## config.mk

```make
export PLATFORM = sky130hd
export DESIGN_NAME = pdvm_prep
export DESIGN_NICKNAME = d
export VERILOG_FILES = /design/src/design/pdvm_pkg.sv /design/src/design/pdvm_prep.sv
export SDC_FILE = /design/constraint.sdc
export NUM_CORES = 2
export LEC_CHECK = 0
export BUFFER_PORTS_ARGS = -buffer_cell sky130_fd_sc_hd__buf_4
export CAP_MARGIN = 20
export CORE_AREA = 2 2 526 528
export DETAILED_ROUTE_END_ITERATION = 16
export DIE_AREA = 0 0 528 530
export PLACE_DENSITY = 0.49
export SETUP_SLACK_MARGIN = 0.02
export SLEW_MARGIN = 20
export SYNTH_ARGS = -nofsm -noshare
export SYNTH_HDL_FRONTEND = slang
export SYNTH_SLANG_ARGS = --single-unit
```

## constraint.sdc

```tcl
create_clock -name clk -period 1 [get_ports clk]
set_input_delay 0.05 -clock clk [delete_from_list [all_inputs] [get_ports clk]]
set_output_delay 0.05 -clock clk [all_outputs]
set_load 0.005 [all_outputs]
```

## src/design/pdvm_pkg.sv

```systemverilog
// ----------------------------------------------------------------------------
// pdvm_pkg
// Shared types and constants for the perspective divide and viewport map.
// ----------------------------------------------------------------------------
package pdvm_pkg;

	localparam int NumLanes = 10;
	localparam int QuoBits  = 32;
	localparam int RemBits  = 64;

	// lane order matches the result fields
	localparam int LaneSx    = 0;
	localparam int LaneSy    = 1;
	localparam int LaneDepth = 2;
	localparam int LaneU     = 3;
	localparam int LaneV     = 4;
	localparam int LaneR     = 5;
	localparam int LaneG     = 6;
	localparam int LaneB     = 7;
	localparam int LaneA     = 8;
	localparam int LaneRecip = 9;

	localparam logic [7:0] RegViewportWidth  = 8'd0;
	localparam logic [7:0] RegViewportHeight = 8'd1;

	localparam logic [12:0] WidthReset  = 13'd640;
	localparam logic [12:0] HeightReset = 13'd480;

	typedef struct packed {
		logic [NumLanes-1:0][RemBits-1:0] rem;
		logic [NumLanes-1:0][QuoBits-1:0] quo;
		logic [NumLanes-1:0]              neg;
		logic [NumLanes-1:0]              ovf;
		logic [31:0]                      den;
		logic                             wz;
	} pdvm_item_t;

	typedef struct packed {
		logic [NumLanes-1:0][31:0] val;
		logic                      wz;
	} pdvm_result_t;

endpackage

```

## src/design/pdvm_prep.sv

```systemverilog
// ----------------------------------------------------------------------------
// pdvm_prep
// Forms numerator magnitudes, signs, overflow flags, the zero-w flag and the divisor magnitude, registered.
// ----------------------------------------------------------------------------
module pdvm_prep import pdvm_pkg::*; (
	input  logic        clk,
	input  logic        arst_n,
	input  logic        en,
	input  logic        valid_i,
	input  logic [31:0] clip_x,
	input  logic [31:0] clip_y,
	input  logic [31:0] clip_z,
	input  logic [31:0] clip_w,
	input  logic [31:0] tex_u,
	input  logic [31:0] tex_v,
	input  logic [31:0] red_in,
	input  logic [31:0] green_in,
	input  logic [31:0] blue_in,
	input  logic [31:0] alpha_in,
	input  logic [12:0] vp_width,
	input  logic [12:0] vp_height,
	output logic        valid_o,
	output pdvm_item_t  item_o
);

	logic signed [32:0] sum_x, dif_y;
	logic signed [46:0] prod_x, prod_y;
	logic [46:0]        mag_x, mag_y;
	logic [31:0]        den;
	logic [5:0][31:0]   attr;
	logic [31:0]        amag;
	pdvm_item_t         nxt;

	assign attr = {alpha_in, blue_in, green_in, red_in, tex_v, tex_u};

	always_comb begin
		sum_x  = $signed({clip_x[31], clip_x}) + $signed({clip_w[31], clip_w});
		dif_y  = $signed({clip_w[31], clip_w}) - $signed({clip_y[31], clip_y});
		prod_x = sum_x * $signed({1'b0, vp_width});
		prod_y = dif_y * $signed({1'b0, vp_height});
		mag_x  = prod_x[46] ? 47'(-prod_x) : 47'(prod_x);
		mag_y  = prod_y[46] ? 47'(-prod_y) : 47'(prod_y);
		den    = clip_w[31] ? -clip_w : clip_w;
		amag   = '0;

		nxt     = '0;
		nxt.den = den;
		nxt.wz  = (clip_w == 32'd0);

		// (x+w)*width*2^16/(2w) equals (x+w)*width*2^15/w
		nxt.rem[LaneSx] = {2'b0, mag_x, 15'b0};
		nxt.neg[LaneSx] = prod_x[46] ^ clip_w[31];
		nxt.rem[LaneSy] = {2'b0, mag_y, 15'b0};
		nxt.neg[LaneSy] = prod_y[46] ^ clip_w[31];

		amag = clip_z[31] ? -clip_z : clip_z;
		nxt.rem[LaneDepth] = {16'b0, amag, 16'b0};
		nxt.neg[LaneDepth] = clip_z[31] ^ clip_w[31];

		for (int i = 0; i < 6; i++) begin
			amag = attr[i][31] ? -attr[i] : attr[i];
			nxt.rem[LaneU + i] = {16'b0, amag, 16'b0};
			nxt.neg[LaneU + i] = attr[i][31] ^ clip_w[31];
		end

		nxt.rem[LaneRecip] = 64'h0000_0001_0000_0000;
		nxt.neg[LaneRecip] = clip_w[31];

		// quotient would need more than 32 magnitude bits
		for (int i = 0; i < NumLanes; i++)
			nxt.ovf[i] = (nxt.rem[i] >= {den, 32'b0});
	end

	always_ff @(posedge clk or negedge arst_n) begin
		if (!arst_n) begin
			valid_o <= 1'b0;
		end else if (en) begin
			valid_o <= valid_i;
		end
	end

	always_ff @(posedge clk) begin
		if (en) begin
			item_o <= nxt;
		end
	end

endmodule

```

# --- Word level (Yosys, flattened, before mapping) ---
# Cells that the tools add are included.
totals:
  register_bits: 372
  input_bits: 350
  mem_count: 0
  mem_bits_ro: 0
  latch_bits: 0
  output_inout_bits: 1014
  ram_bits: 0
  word_cells: 58
classes:
  reduce_logical: 1
  magnitude_cmp: 10
  shifts: 0
  muxes: 10
  n_addsub: 12
  n_div: 0
  n_eq_ne: 0
  mul: 2
  bitwise_logic: 9
ops:
  columns: ["operator", "n"]
  rows:
  - ["$ge A48 B64 Y1", 7]
  - ["$mux W32", 8]
  - ["$neg A32 Y32", 8]
  - ["$ge A62 B64 Y1", 2]
  - ["$mul A33 B14 Y47", 2]
  - ["$mux W47", 2]
  - ["$neg A47 Y47", 2]
  - ["$ge A33 B64 Y1 const A", 1]
  - ["$add A32 B32 Y33", 1]
  - ["$sub A32 B32 Y33", 1]
  - ["$logic_not A32 Y1", 1]
  - ["$xor A1 B1 Y1", 9]

# --- Logic depth before layout (Yosys ltp) ---
depth:
  ltp_word: 5
  ltp_mapped: 52
  mapped_depth_nobuf: 49

# --- Worst setup path before layout ---
# OpenSTA, ideal clock, no wires.
synth_path:
  path_type: "input -> register"
  start: "input clip_x[0]"
  end: "register item_o[33] (netlist bit) (data pin)"
  stages: 48
  arrival_time_ns: 10.630
  t_required_ns: 0.734
  slack_ns: -9.896
  n_path_buf: 2
  setup_ns: 0.266
  cell_sequence: "ha_1 inv_1 fa_1 nor2b_1 o31a_1 o211ai_1 nand4_1 a21o_1 a21oi_1 o21bai_1 a21o_1 a21o_1 a21oi_1 buf_2 mux2_2 fa_1 fa_1 inv_1 (+12 left out) xor2_1 o311ai_1 or4_4 nor4_4 a21oi_1 xnor2_1 ha_1 a21o_1 a21o_1 a21o_1 a21o_1 a21oi_1 nor2b_1 o21ai_0 nand2_1 a221o_1 o21ai_0 o41ai_2"
synth_lines:
  columns: ["item", "line_no", "rtl"]
  rows:
  - ["start: declaration", "pdvm_prep.sv:10", "input logic [31:0] clip_x,"]
  - ["end signal: assignment", "pdvm_prep.sv:84", "item_o <= nxt;"]
  - ["end: declaration", "pdvm_prep.sv:23", "output pdvm_item_t item_o"]

==> run_results.csv <==
group,metric,value,unit
critical_path,ff2ff_setup_slack,240,ps
clocking,htree_levels,2,
detailed_routing,first_pass_iters,5,
critical_path,worstSetupPathType,"in2reg",
sta,max_slew.worst_pin.slew,873,ps
layout,stdcell_count,13200,
global_routing,grt_pass1_vias,60300,
worst_hold_path,hold_class,"in2reg",
layout,layout.nets,11100,
global_routing,grt-ovfl-total,0,
floorplan,die_h,530,microns
layout,final_util,0.338,
detailed_routing,route.detailed.drc,0,
logic_synthesis,synthesis.area,63200,sq um
detailed_routing,initialDrtViolationCount,2853,
logic_synthesis,synth_seq_cells,372,
critical_path,slowest_delay,540,ps
clocking,clock_sinks,372,
detailed_routing,ant_nets,0,
worst_hold_path,min_to,"item_o[740]",
placement,dp_cells,12900,
global_routing,grtUsageTotal,0.197,
global_routing,antenna_found_initial,35,
sta,layout_setup_ws,-9500,ps
critical_path,rr_startpoint,"valid_o",
sta,hold_viol,65,
clocking,cts_hold_buffers,23,
critical_path,ff2ff_path_depth,1,
placement,dp_hpwl,247000,microns
clocking,clock_latency,630,ps
sta,skew,0,ps
job,maxCapViolations,0,
logic_synthesis,synthMuxAreaShare,0.00485,
layout,final_common_cell,"buf_4",
logic_synthesis,synth_ff_type,"edfxtp_1",
sta,period_minus_slack,10500,ps
placement,place.gp.congestion,0.939,
floorplan,core,275000,sq um
sta,slew_headroom,0.403,
global_routing,grt_max_degree,43,
sta,fmax,95.2,MHz
critical_path,critPathMostFrequentCell,"fa_1",
critical_path,cp.required,1440,ps
logic_synthesis,yosysSeqAreaShare,0.177,
outcome,failed_checks,"hold timing, setup timing",
detailed_routing,vias_per_cell,4.34,
critical_path,cp_max_fo,5,
layout,drive_gt1_frac,0.373,
floorplan,ioPinCount,1364,
floorplan,start_util,0.230,
sta,rsz0062_at_grt,"yes",
clocking,cts-root-buf,"clkbuf_16",
critical_path,worstPathArrival,10940,ps
logic_synthesis,synth.avg_cell_area,9.15,sq um
logic_synthesis,synth_compound_area_frac,0.106,
sta,finalCritPeriodShare,10.5,
critical_path,end_kind,"flip-flop",
floorplan,die_x,528,microns
detailed_routing,via_count,57200,
logic_synthesis,synth_edf_count,371,
clocking,cts_tree,"yes",
sta,holdWs,-217,ps
critical_path,cp_num_buf_inv,11,
layout,areaGrowthSynthToFinish,47.2,%
clocking,clkTransAtPathRegs,70,ps
worst_hold_path,min_path_cells,2,
floorplan,num_rows,193,
critical_path,path_delay_family,"adder cells",
detailed_routing,drt_wl_total,282000,microns
clocking,cts_buffers,43,
sta,finalSetupViolCount,662,
logic_synthesis,ys_warn_count,0,
logic_synthesis,async_reset_ff_frac,0.00269,
critical_path,timing.rr.end,"valid_o",
detailed_routing,wl_per_cell,21.4,microns
outcome,outcome,"finished with violations",
critical_path,critPathSlowestCell,"fa_2",
worst_hold_path,min_from,"red_in[30]",
global_routing,grt_pass1_wl,406000,microns
critical_path,cp-start-kind,"input port",
logic_synthesis,synthAdderAreaFrac,0.340,
logic_synthesis,syn_inst,6907,
logic_synthesis,synth.distinct_cells,108,
placement,io_buffers,721,
floorplan,dieArea,280000,sq um
logic_synthesis,synth_top_family_by_area,"adder cells",
logic_synthesis,yosys.area_share.simple,0.158,
logic_synthesis,synth_xor_area_frac,0.0623,
sta,drv_slew,0,
clocking,cts_buffer_depth,3,
layout,most-common-layout-cells,"buf_4, inv_1, fa_1",
## area by class of cell
| cell class | instances | area [sq um] |
|---|---|---|
| antenna | 14 | 35.0 |
| clock buffer | 55 | 1120 |
| clock inverter | 24 | 193 |
| fill | 28400 | 182000 |
| inverter | 1034 | 3900 |
| multi-input combinational | 5255 | 49200 |
| sequential | 372 | 11200 |
| tap | 3607 | 4510 |
| timing repair buffer | 2839 | 22900 |
## worst max-delay path by stage
stage              start          to  slack (ps)  depth (start not counted)
3_3_place_gp   clip_w[0]  item_o[33]      -10280                         51
4_1_cts        clip_w[0]  item_o[33]       -9280                         48
2_1_floorplan  clip_x[0]  item_o[33]       -9030                         48
5_1_grt        clip_w[0]  item_o[33]       -9800                         46
6_report       clip_w[0]  item_o[33]       -9500                         49
3_5_place_dp   clip_w[0]  item_o[33]      -10400                         49
## flip-flops by register name, indices dropped and copies added (netlist names)
signal,count
item_o,371
valid_o,1
## cells in the mapped netlist, drive strengths merged, types with 34 or more instances
cell / number / area (sq um)
nand2b: 78 / 488
xnor2: 350 / 3070
edfxtp: 371 / 11100
nand4: 79 / 494
o31ai: 71 / 538
o41ai: 34 / 305
or3: 61 / 393
nor3: 82 / 425
nand2: 663 / 2490
buf: 668 / 4960
fa: 780 / 15600
nand3: 88 / 450
or4: 60 / 485
a21o: 114 / 856
clkbuf: 218 / 821
nor2b: 85 / 532
and2: 371 / 2320
o21ai: 213 / 1080
ha: 467 / 5840
nor2: 173 / 649
nor4: 53 / 395
o21a: 72 / 549
o211ai: 46 / 350
a21oi: 212 / 1070
a31oi: 40 / 250
inv: 1033 / 3880
xor2: 97 / 850
## per-layer routing
layer | share of wire | GRT usage | routed length [microns]
met1 | 0.39 | 0.230 | 110000
met2 | 0.49 | 0.344 | 137000
met3 | 0.057 | 0.0288 | 16000
met4 | 0.066 | 0.109 | 18700
met5 | 0.00067 | 0 | 189
## timing repair
| action | 4_1_cts | 5_1_grt |
|---|---|---|
| hold endpoints to repair | 227 | 60 |
| setup endpoints to repair | 659 | 672 |
| gates resized for setup | 276 | 322 |
| pin swaps | 102 | 226 |
| cloned | 3 | 3 |
| buffers inserted | 60 | 90 |
## logic make-up (layout without fill, tap and decap cells)
| logic type | count (synthesis) | count (layout) |
|---|---|---|
| XOR/XNOR | 448 | 448 |
| AND/OR/NAND/NOR | 1897 | 1897 |
| AO/OA/AOI/OAI | 992 | 992 |
| adder cells (fa/ha/maj) | 1247 | 1247 |
| other | 2 | 656 |
| multiplexers | 29 | 29 |
| buffers and inverters | 1920 | 3952 |
| flip-flops | 372 | 372 |
## through the flow
stage | instance area [sq um] | setup slack, ps | TNS (ps)
floorplan | 67400 | -9030 | -899070
global placement | 87200 | -10280 | -1165250
detailed placement | 87200 | -10400 | -1171550
CTS | 90700 | -9280 | -1006140
global route | 93000 | -9800 | -1070990
finish | 93000 | -9500 | -1020900
Power is left out: the tool's default activity adds up to more than one toggle a clock period on the data nets, which glitch-free logic cannot reach.
