$ cat src/design/pdvm_pkg.sv
// ----------------------------------------------------------------------------
// pdvm_pkg
// Shared types and constants for the perspective divide and viewport map.
// ----------------------------------------------------------------------------
package pdvm_pkg;

	localparam int NumLanes = 10;
	localparam int QuoBits  = 32;
	localparam int RemBits  = 64;

	// lane order matches the result fields
	localparam int LaneSx    = 0;
	localparam int LaneSy    = 1;
	localparam int LaneDepth = 2;
	localparam int LaneU     = 3;
	localparam int LaneV     = 4;
	localparam int LaneR     = 5;
	localparam int LaneG     = 6;
	localparam int LaneB     = 7;
	localparam int LaneA     = 8;
	localparam int LaneRecip = 9;

	localparam logic [7:0] RegViewportWidth  = 8'd0;
	localparam logic [7:0] RegViewportHeight = 8'd1;

	localparam logic [12:0] WidthReset  = 13'd640;
	localparam logic [12:0] HeightReset = 13'd480;

	typedef struct packed {
		logic [NumLanes-1:0][RemBits-1:0] rem;
		logic [NumLanes-1:0][QuoBits-1:0] quo;
		logic [NumLanes-1:0]              neg;
		logic [NumLanes-1:0]              ovf;
		logic [31:0]                      den;
		logic                             wz;
	} pdvm_item_t;

	typedef struct packed {
		logic [NumLanes-1:0][31:0] val;
		logic                      wz;
	} pdvm_result_t;

endpackage

$ cat src/design/pdvm_post.sv
// ----------------------------------------------------------------------------
// pdvm_post
// Applies signs, saturates, and forces zeros for a zero w; output register.
// ----------------------------------------------------------------------------
module pdvm_post import pdvm_pkg::*; (
	input  logic         clk,
	input  logic         arst_n,
	input  logic         en,
	input  logic         valid_i,
	input  pdvm_item_t   item_i,
	output logic         valid_o,
	output pdvm_result_t res_o
);

	pdvm_result_t nxt;

	always_comb begin
		nxt    = '0;
		nxt.wz = item_i.wz;
		for (int i = 0; i < NumLanes; i++) begin
			if (item_i.wz) begin
				nxt.val[i] = 32'd0;
			end else if (item_i.neg[i]) begin
				if (item_i.ovf[i] || item_i.quo[i] > 32'h8000_0000)
					nxt.val[i] = 32'h8000_0000;
				else
					nxt.val[i] = -item_i.quo[i];
			end else begin
				if (item_i.ovf[i] || item_i.quo[i][31])
					nxt.val[i] = 32'h7FFF_FFFF;
				else
					nxt.val[i] = item_i.quo[i];
			end
		end
	end

	always_ff @(posedge clk or negedge arst_n) begin
		if (!arst_n) begin
			valid_o <= 1'b0;
		end else if (en) begin
			valid_o <= valid_i;
		end
	end

	always_ff @(posedge clk) begin
		if (en) begin
			res_o <= nxt;
		end
	end

endmodule

$ cat config.mk
export PLATFORM = sky130hd
export DESIGN_NAME = pdvm_post
export DESIGN_NICKNAME = d
export VERILOG_FILES = /design/src/design/pdvm_pkg.sv /design/src/design/pdvm_post.sv
export SDC_FILE = /design/constraint.sdc
export NUM_CORES = 1
export LEC_CHECK = 0
export BUFFER_PORTS_ARGS = -buffer_cell sky130_fd_sc_hd__clkbuf_2
export CELL_PAD_IN_SITES_DETAIL_PLACEMENT = 0
export CELL_PAD_IN_SITES_GLOBAL_PLACEMENT = 1
export CORE_AREA = 2 2 521 523
export DETAILED_ROUTE_END_ITERATION = 10
export DIE_AREA = 0 0 523 525
export GPL_ROUTABILITY_DRIVEN = 1
export GPL_TIMING_DRIVEN = 0
export PLACE_DENSITY_LB_ADDON = 0.1
export SYNTH_ARGS = -nofsm -noshare
export SYNTH_HDL_FRONTEND = slang
export SYNTH_SLANG_ARGS = --single-unit
export TNS_END_PERCENT = 1
$ cat constraint.sdc
create_clock -name clk -period 0.99 [get_ports clk]
set_input_delay 0.2475 -clock clk [delete_from_list [all_inputs] [get_ports clk]]
set_output_delay 0.2475 -clock clk [all_outputs]
set_load 0.005 [all_outputs]
# Yosys cells after proc, flatten, opt, wreduce, memory -nomap -nowiden
# Cells that the tools add are included.
# classes
add_sub_neg,10
n_lt_le_gt_ge,10
mux,30
n_reduce_logical,20
# op_table
operator,n
$mux 32,30
$gt 32x32->1 const B,10
$neg 32->32,10
$logic_or 1x1->1,20
# word_totals
ff_bits,322
in_bits,1017
out_inout_bits,322
word_cells,82

# Depth between registers and ports, before layout
# Gate-level depths: netlist (run 1).
# depth
ltp_word,4
mapped_depth,10
ltp_nobuf,7

# Worst setup path before layout (run 1)
# OpenSTA, ideal clock, no wires.
# synth_timing
path_type,input-to-reg
start,input port item_i[117] (netlist bit)
end,"register res_o[82] (netlist bit), data pin"
arrival_time_ps,2588
t_required_ps,820
slack_ps,-1768
path_stages,8
n_path_buf,1
cell_sequence,inv_1 -> ha_1 -> or4b_4 -> or4_4 -> or4_4 -> a31o_1 -> buf_6 -> a311oi_2
# synth_via
elab_chain_len,4
elab_cells_between_ends,5
# synth_lines
item,line,text
from (decl),pdvm_post.sv:10,"input pdvm_item_t item_i,"
$gt 32x32->1,pdvm_post.sv:24,if (item_i.ovf[i] || item_i.quo[i] > 32'h8000_0000)
$logic_or 1x1->1,pdvm_post.sv:24,
$mux 32 (*),pdvm_post.sv:24,
$mux 32 (*),pdvm_post.sv:23,end else if (item_i.neg[i]) begin
to (signal assigned),pdvm_post.sv:47,res_o <= nxt;
to (decl),pdvm_post.sv:12,output pdvm_result_t res_o
# Every way passes the cells marked *; elsewhere a longest branch is shown, timed or not.
# A chain may end at the register's enable or synchronous reset.

# Worst setup path in the final report (run 1)
# layout_timing
start,input port item_i[129] (netlist bit)
end,"register res_o[77] (netlist bit), data pin"
# layout_via
elab_chain_len,4
elab_cells_between_ends,6
# layout_lines
item,line
$gt 32x32->1,pdvm_post.sv:24
$logic_or 1x1->1,pdvm_post.sv:24
$mux 32,pdvm_post.sv:24
$mux 32 (*),pdvm_post.sv:23
# Marked as above.

==> results.json, run 1 <==
{
  "yosys_register_bits": 322,
  "core-area_um2": 269000,
  "p_per_area_nw_per_um2": 1300,
  "worstMarginPinSlew_ns": 1.23,
  "maxSlewHeadroom_pct": 16.7,
  "status": "complete, but fails checks",
  "cts_buffer_depth": 3,
  "cap_violations": 0,
  "wl_per_cell_um": 26.7,
  "fin_crit_ns": 2.16,
  "fp-row-count": 191,
  "grt_usage_pct": 13.2,
  "clk_root_buffer_cell": "clkbuf_16",
  "power_frac_comb_pct": 22.3,
  "hold_slack_ns": -0.0540,
  "cp.required_ns": 1.52,
  "switching_share_pct": 32.8,
  "avgViaCountPerCell": 3.62,
  "vias": 25400,
  "numCtsBuffers": 57,
  "yosysWarnings": 0,
  "synth_edf_count": 321,
  "die_w_um": 523,
  "cp_common_cell": "or4_4",
  "end_kind": "register",
  "crit_arrival_ns": 2.69,
  "syn_area_per_cell_um2": 9.06,
  "fillers": 30700,
  "io_pins": 1339,
  "finalHoldViolations": 23,
  "start_util_pct": 7.92,
  "crit_type": "in2reg",
  "switching_power_w": 0.0163,
  "synth-main-ff-cell": "edfxtp_1",
  "critPathLaunchType": "input port",
  "synth_area_um2": 21300,
  "cts.sink_count": 322,
  "vdd.ir_drop.worst_v": 0.00151,
  "yosys.area.top_type_share_pct": 45.2,
  "synth.net_count": 3381,
  "final_common_cell": "clkbuf_2",
  "clk_latency_ns": 0.71,
  "timing.final.ws_setup_ns": -1.17,
  "cts_tree": "built",
  "hold_class": "in2reg",
  "post-route-util_pct": 14.2,
  "drc": 0,
  "grt.overflow.total": 0,
  "ys_types": 86,
  "power.internal_w": 0.0333,
  "power_frac_clock_pct": 43.6,
  "synth_cells": 2354,
  "dp_slack_ns": -3.64,
  "first_iter_violations": 1254,
  "fmax_ghz": 0.463,
  "dieArea_um2": 275000,
  "crit_chain": "buf_2 > or4_4 > or4_4 > or4_4 > a31o_4 > buf_12 > a311oi_4",
  "fin_crit_sh_pct": 218,
  "die_h_um": 525,
  "finalWirelength_um": 187000,
  "nNetsFinal": 4409,
  "grt_pass1_wl_um": 250000,
  "setup-tns-final_ns": -414.71,
  "drive_above_1_share_pct": 40.0,
  "gp_congestion": 0.741,
  "total_power_w": 0.0496,
  "total_leakage_power_nw": 12.7,
  "seq_area_frac_synth_pct": 45.3,
  "port_buffers": 656,
  "cpPeakStageDelay_ns": 0.59,
  "layout_common_cells": "529 x clkbuf_2, 321 x edfxtp_1, 237 x dlygate4sd3_1",
  "crit_path_max_fanout": 5,
  "yosys.area.top_type": "edfxtp_1",
  "grt_max_degree": 70,
  "clock_skew_ns": 0,
  "first_global_vias": 26200,
  "synthTopCellsByArea": "edfxtp_1 45%, a21oi_1 5.6%, nor2_1 4.2%, a311oi_1 3.7%, clkbuf_1 2.9%",
  "antenna_found_initial": 92,
  "drv_slew": 0,
  "finalSetupViolCount": 700,
  "h-tree-depth": 2,
  "first_pass_iters": 7,
  "clk_pin_slew_ns": 0.06,
  "rsz0062_at_grt": "yes",
  "area_growth_pct": 79.2,
  "synthArstFlopShare_pct": 0.311,
  "sequentialPowerShare_pct": 34.2,
  "drtAntennaViolNets": 0,
  "violations": "hold timing, setup timing",
  "cp_slowest_cell": "or4_4",
  "dp_hpwl_um": 147000
}
-- Yosys cell counts, types with 6 or more instances --
cell       number
and2_1          9
a221oi_1        9
nand4_1        72
or2_2          27
nor4b_1        10
edfxtp_1      321
clkbuf_1      162
nor2b_1         6
o31a_1          9
o311a_1         7
or3_1          58
o21a_1          6
mux2i_1        11
a31oi_1        42
a211oi_1       57
o2bb2ai_1       7
nor3_1        121
nand2_1       147
nand2b_1       18
o211a_1         9
or4_1          48
o21ai_0        99
nand4b_1       11
and4_1         16
a311oi_2        6
ha_1           10
a311oi_1       91
nand3b_1       10
a21oi_1       237
nor2_1        237
inv_1          64
o311ai_0        9
nor3b_1         8
and3_1         16
o31ai_1        21
nor4_1         79
o22ai_1        50
o211ai_1       14
a211o_1        16
nand3_1        99
-- final cells by class --
class	instances	area, µm²	share of cell area (%)
inverters	66	275	0.720
diodes	23	57.6	0.151
multi-input cells	1793	13500	35.4
well taps	3570	4470	11.7
clock buffers	72	1490	3.91
repair buffers	976	7110	18.6
plain buffers	166	1180	3.09
flip-flops and latches	322	9660	25.3
clock inverters	34	439	1.15
-- critical path: cells and delay by family --
kind	cells	cell delay, ns
AO/OA/AOI/OAI	2	0.54
buffers and inverters	2	0.32
AND/OR/NAND/NOR	3	1.57
-- cells by family (layout without fill, tap and decap cells) --
group	after synthesis	after routing	share of synthesized area (%)
adders and majority gates	10	10	0.587
muxes	14	14	0.675
buffers and inverters	239	1314	4.29
AOI/OAI and AO/OA	747	747	23.6
other	0	23	0
and+or+nand+nor	1016	1016	25.3
DFF	322	322	45.3
xor gates and xnor gates	6	6	0.246
-- registers in the layout, summed over array words and instances, names as in the netlist --
register	cells
valid_o	1
res_o	321
-- repair_timing --
item | CTS | global route
gates cloned | 2 | 0
endpoints found under the setup margin | 772 | 821
gates resized for setup | 670 | 306
hold endpoints to repair | 213 | 37
pin swaps | 118 | 53
hold buffers | 235 | 2
buffers inserted | 54 | 14
-- stage by stage --
stage / instances / area [µm²]
final: 7022 / 38200
after floorplan: 2354 / 21400
after CTS: 6986 / 37400
after detailed placement: 6594 / 29400
after global placement: 6580 / 29100
after global routing: 7005 / 38200
-- per-layer routing --
layer  GRT usage [%]  share of wire (%)
met1            16.7                 44
met2            21.2                 45
met3            5.42                9.1
met4            2.25                1.8
met5               0               0.20
-- worst paths after layout --
check                                    start                        to  slack, ns  cells past startpoint
hold / removal                              en  res_o[191]$_SDFFCE_PP0P_      -0.05                      1
setup / recovery                   item_i[129]   res_o[77]$_SDFFCE_PP0P_      -1.17                      7
hold reg to reg            valid_o$_DFFE_PN0P_       valid_o$_DFFE_PN0P_       0.51                      1
setup reg to reg           valid_o$_DFFE_PN0P_       valid_o$_DFFE_PN0P_       0.24                      1
max in group asynchronous               arst_n       valid_o$_DFFE_PN0P_       0.53                      3
min in group asynchronous               arst_n       valid_o$_DFFE_PN0P_       0.36                      3
-- power groups by stage --
| stage | registers, W | clock network (W) | logic (W) |
|---|---|---|---|
| after detailed placement | 0.0172 | 0 | 0.00885 |
| after floorplan | 0.0171 | 0 | 0.00246 |
| after global routing | 0.0171 | 0.0231 | 0.0120 |
| after CTS | 0.0170 | 0.0228 | 0.0111 |
| after global placement | 0.0175 | 0 | 0.00881 |
| final | 0.0169 | 0.0216 | 0.0110 |
Power figures use the tool's default switching activity.
==> run 2: changes to the inputs <==
==> constraint.sdc (replaced) <==
create_clock -name clk -period 0.99 [get_ports clk]
set_input_delay 0.099 -clock clk [delete_from_list [all_inputs] [get_ports clk]]
set_output_delay 0.099 -clock clk [all_outputs]
set_load 0.005 [all_outputs]
==> run 2 against run 1 <==
  * The flow still finishes with violations (hold timing, setup timing)
  * Via count grew 2.3%
  * Final area rose by 2.5%
  * Setup slack gained 0.14 ns
  * Sequential cell count unchanged
  * Utilization rose by 0.35 points
  * Sequential share of layout area decreased by 0.61 points
  * Critical path depth is 2 higher
  * Global-route usage up 0.26 points
  * Cell count rose by 1.9%
  * Total power grew 0.56%
  * Fmax increased by 6.8%
  * Combinational power about the same
  * Highest routed layer unchanged
==> results.json, run 2 (synthesis results as in run 1) <==
{
  "worstMarginPinSlew_ns": 1.20,
  "final_area_um2": 39200,
  "cap_violations": 0,
  "finalHoldViolations": 43,
  "crit_arrival_ns": 2.56,
  "final_common_cell": "clkbuf_2",
  "largest_register": "res_o",
  "total_leakage_power_nw": 13.3,
  "antenna_found_initial": 94,
  "violations": "hold timing, setup timing",
  "layout_common_cells": "644 x clkbuf_2, 362 x dlygate4sd3_1, 321 x edfxtp_1",
  "wl_per_cell_um": 26.8,
  "core-area_um2": 269000,
  "hold_slack_ns": -0.218,
  "die_h_um": 525,
  "grt_max_degree": 70,
  "status": "complete, but fails checks",
  "grt_pass1_wl_um": 256000,
  "clk_pin_slew_ns": 0.06,
  "grt.overflow.total": 0,
  "die_w_um": 523,
  "cts_tree": "built",
  "dp_hpwl_um": 147000,
  "avgViaCountPerCell": 3.64,
  "drive_above_1_share_pct": 37.5,
  "crit_chain": "buf_8 > inv_8 > ha_4 > or4b_4 > or4_4 > or4_4 > a31o_4 > buf_4 > a211oi_4",
  "timing.final.ws_setup_ns": -1.03,
  "cp_common_cell": "or4_4",
  "drtAntennaViolNets": 0,
  "rsz0062_at_grt": "yes",
  "vdd.ir_drop.worst_v": 0.00152,
  "gp_congestion": 0.741,
  "post-route-util_pct": 14.5,
  "cp.required_ns": 1.52,
  "hold_class": "in2reg",
  "fillers": 30700,
  "p_per_area_nw_per_um2": 1270,
  "fp-row-count": 191,
  "finalWirelength_um": 192000,
  "cp_slowest_cell": "or4_4",
  "critPathLaunchType": "input port",
  "crit_path_max_fanout": 10,
  "dpl-instance-area_um2": 29400,
  "cts.sink_count": 322,
  "reg_top3": "res_o (321), valid_o (1)",
  "cts_buffer_depth": 3,
  "setup-tns-final_ns": -334.10,
  "clk_root_buffer_cell": "clkbuf_16",
  "clock_skew_ns": 0,
  "grt_usage_pct": 13.5,
  "area_growth_pct": 83.7,
  "vias": 26000,
  "cpPeakStageDelay_ns": 0.48,
  "nNetsFinal": 4545,
  "seqCellArea_um2": 9660,
  "finalSetupViolCount": 700,
  "multi_input_area_um2": 13200,
  "drc": 0,
  "first_iter_violations": 1414,
  "fin_crit_sh_pct": 204,
  "start_util_pct": 7.92,
  "final_cells": 7156,
  "numCtsBuffers": 57,
  "maxSlewHeadroom_pct": 18.8,
  "largest_reg_flops": 321,
  "clk_latency_ns": 0.71,
  "fmax_ghz": 0.494,
  "fin_crit_ns": 2.02,
  "end_kind": "register",
  "crit_type": "in2reg",
  "dp_cells": 6594,
  "io_pins": 1339,
  "port_buffers": 656,
  "first_pass_iters": 7,
  "dieArea_um2": 275000,
  "drv_slew": 0,
  "h-tree-depth": 2,
  "first_global_vias": 27000
}
run 2: layer usage:
layer	up-vias	track usage (%)	part of all wire [%]
met3	223	5.38	9.1
met1	13200	17.0	44
li1	11800	-	-
met2	781	21.7	45
met5	-	0	0.19
met4	56	2.26	1.7
run 2: final cells by class:
| cell class | count | share of cell area [%] |
|---|---|---|
| inverters | 66 | 0.703 |
| clock inverters | 34 | 1.12 |
| diodes | 21 | 0.134 |
| clock buffers | 72 | 3.81 |
| multi-input cells | 1793 | 33.8 |
| plain buffers | 168 | 3.02 |
| flip-flops and latches | 322 | 24.7 |
| well taps | 3570 | 11.4 |
| repair buffers | 1110 | 21.3 |
run 2: what timing repair did:
item	4_1_cts	5_1_grt
endpoints found under the hold margin	351	60
gates resized for setup	669	82
pin swaps	118	27
setup buffers	54	16
gates cloned	2	1
hold buffers	351	17
endpoints found under the setup margin	701	701
run 2: per-stage QoR:
| stage | setup WS, ns | power (W) |
|---|---|---|
| floorplan | -1.53 | 0.0196 |
| global placement | -7.76 | 0.0263 |
| detailed placement | -3.50 | 0.0260 |
| CTS | -1.02 | 0.0513 |
| global route | -1.07 | 0.0525 |
| finish | -1.03 | 0.0499 |
run 2: power by group:
group	switching [W]	total (W)	internal, W
clock	0.00883	0.0216	0.0128
combinational	0.00699	0.0113	0.00432
sequential	0.000539	0.0169	0.0164
run 2: critical path: cells and delay by family:
kind	cells	cell delay [ns]
AO/OA/AOI/OAI	2	0.53
adder cells (fa/ha/maj)	1	0.14
buffers and inverters	3	0.38
AND/OR/NAND/NOR	3	1.40
run 2: final timing paths:
path                       slack [ns]                start                       to  cells past startpoint
max                             -1.03          item_i[117]  res_o[94]$_SDFFCE_PP0P_                      9
min                             -0.22           item_i[96]  res_o[44]$_SDFFCE_PP0P_                      2
max reg2reg                      0.25  valid_o$_DFFE_PN0P_      valid_o$_DFFE_PN0P_                      1
min reg2reg                      0.51  valid_o$_DFFE_PN0P_      valid_o$_DFFE_PN0P_                      1
max in group asynchronous        0.68               arst_n      valid_o$_DFFE_PN0P_                      3
min in group asynchronous        0.21               arst_n      valid_o$_DFFE_PN0P_                      3
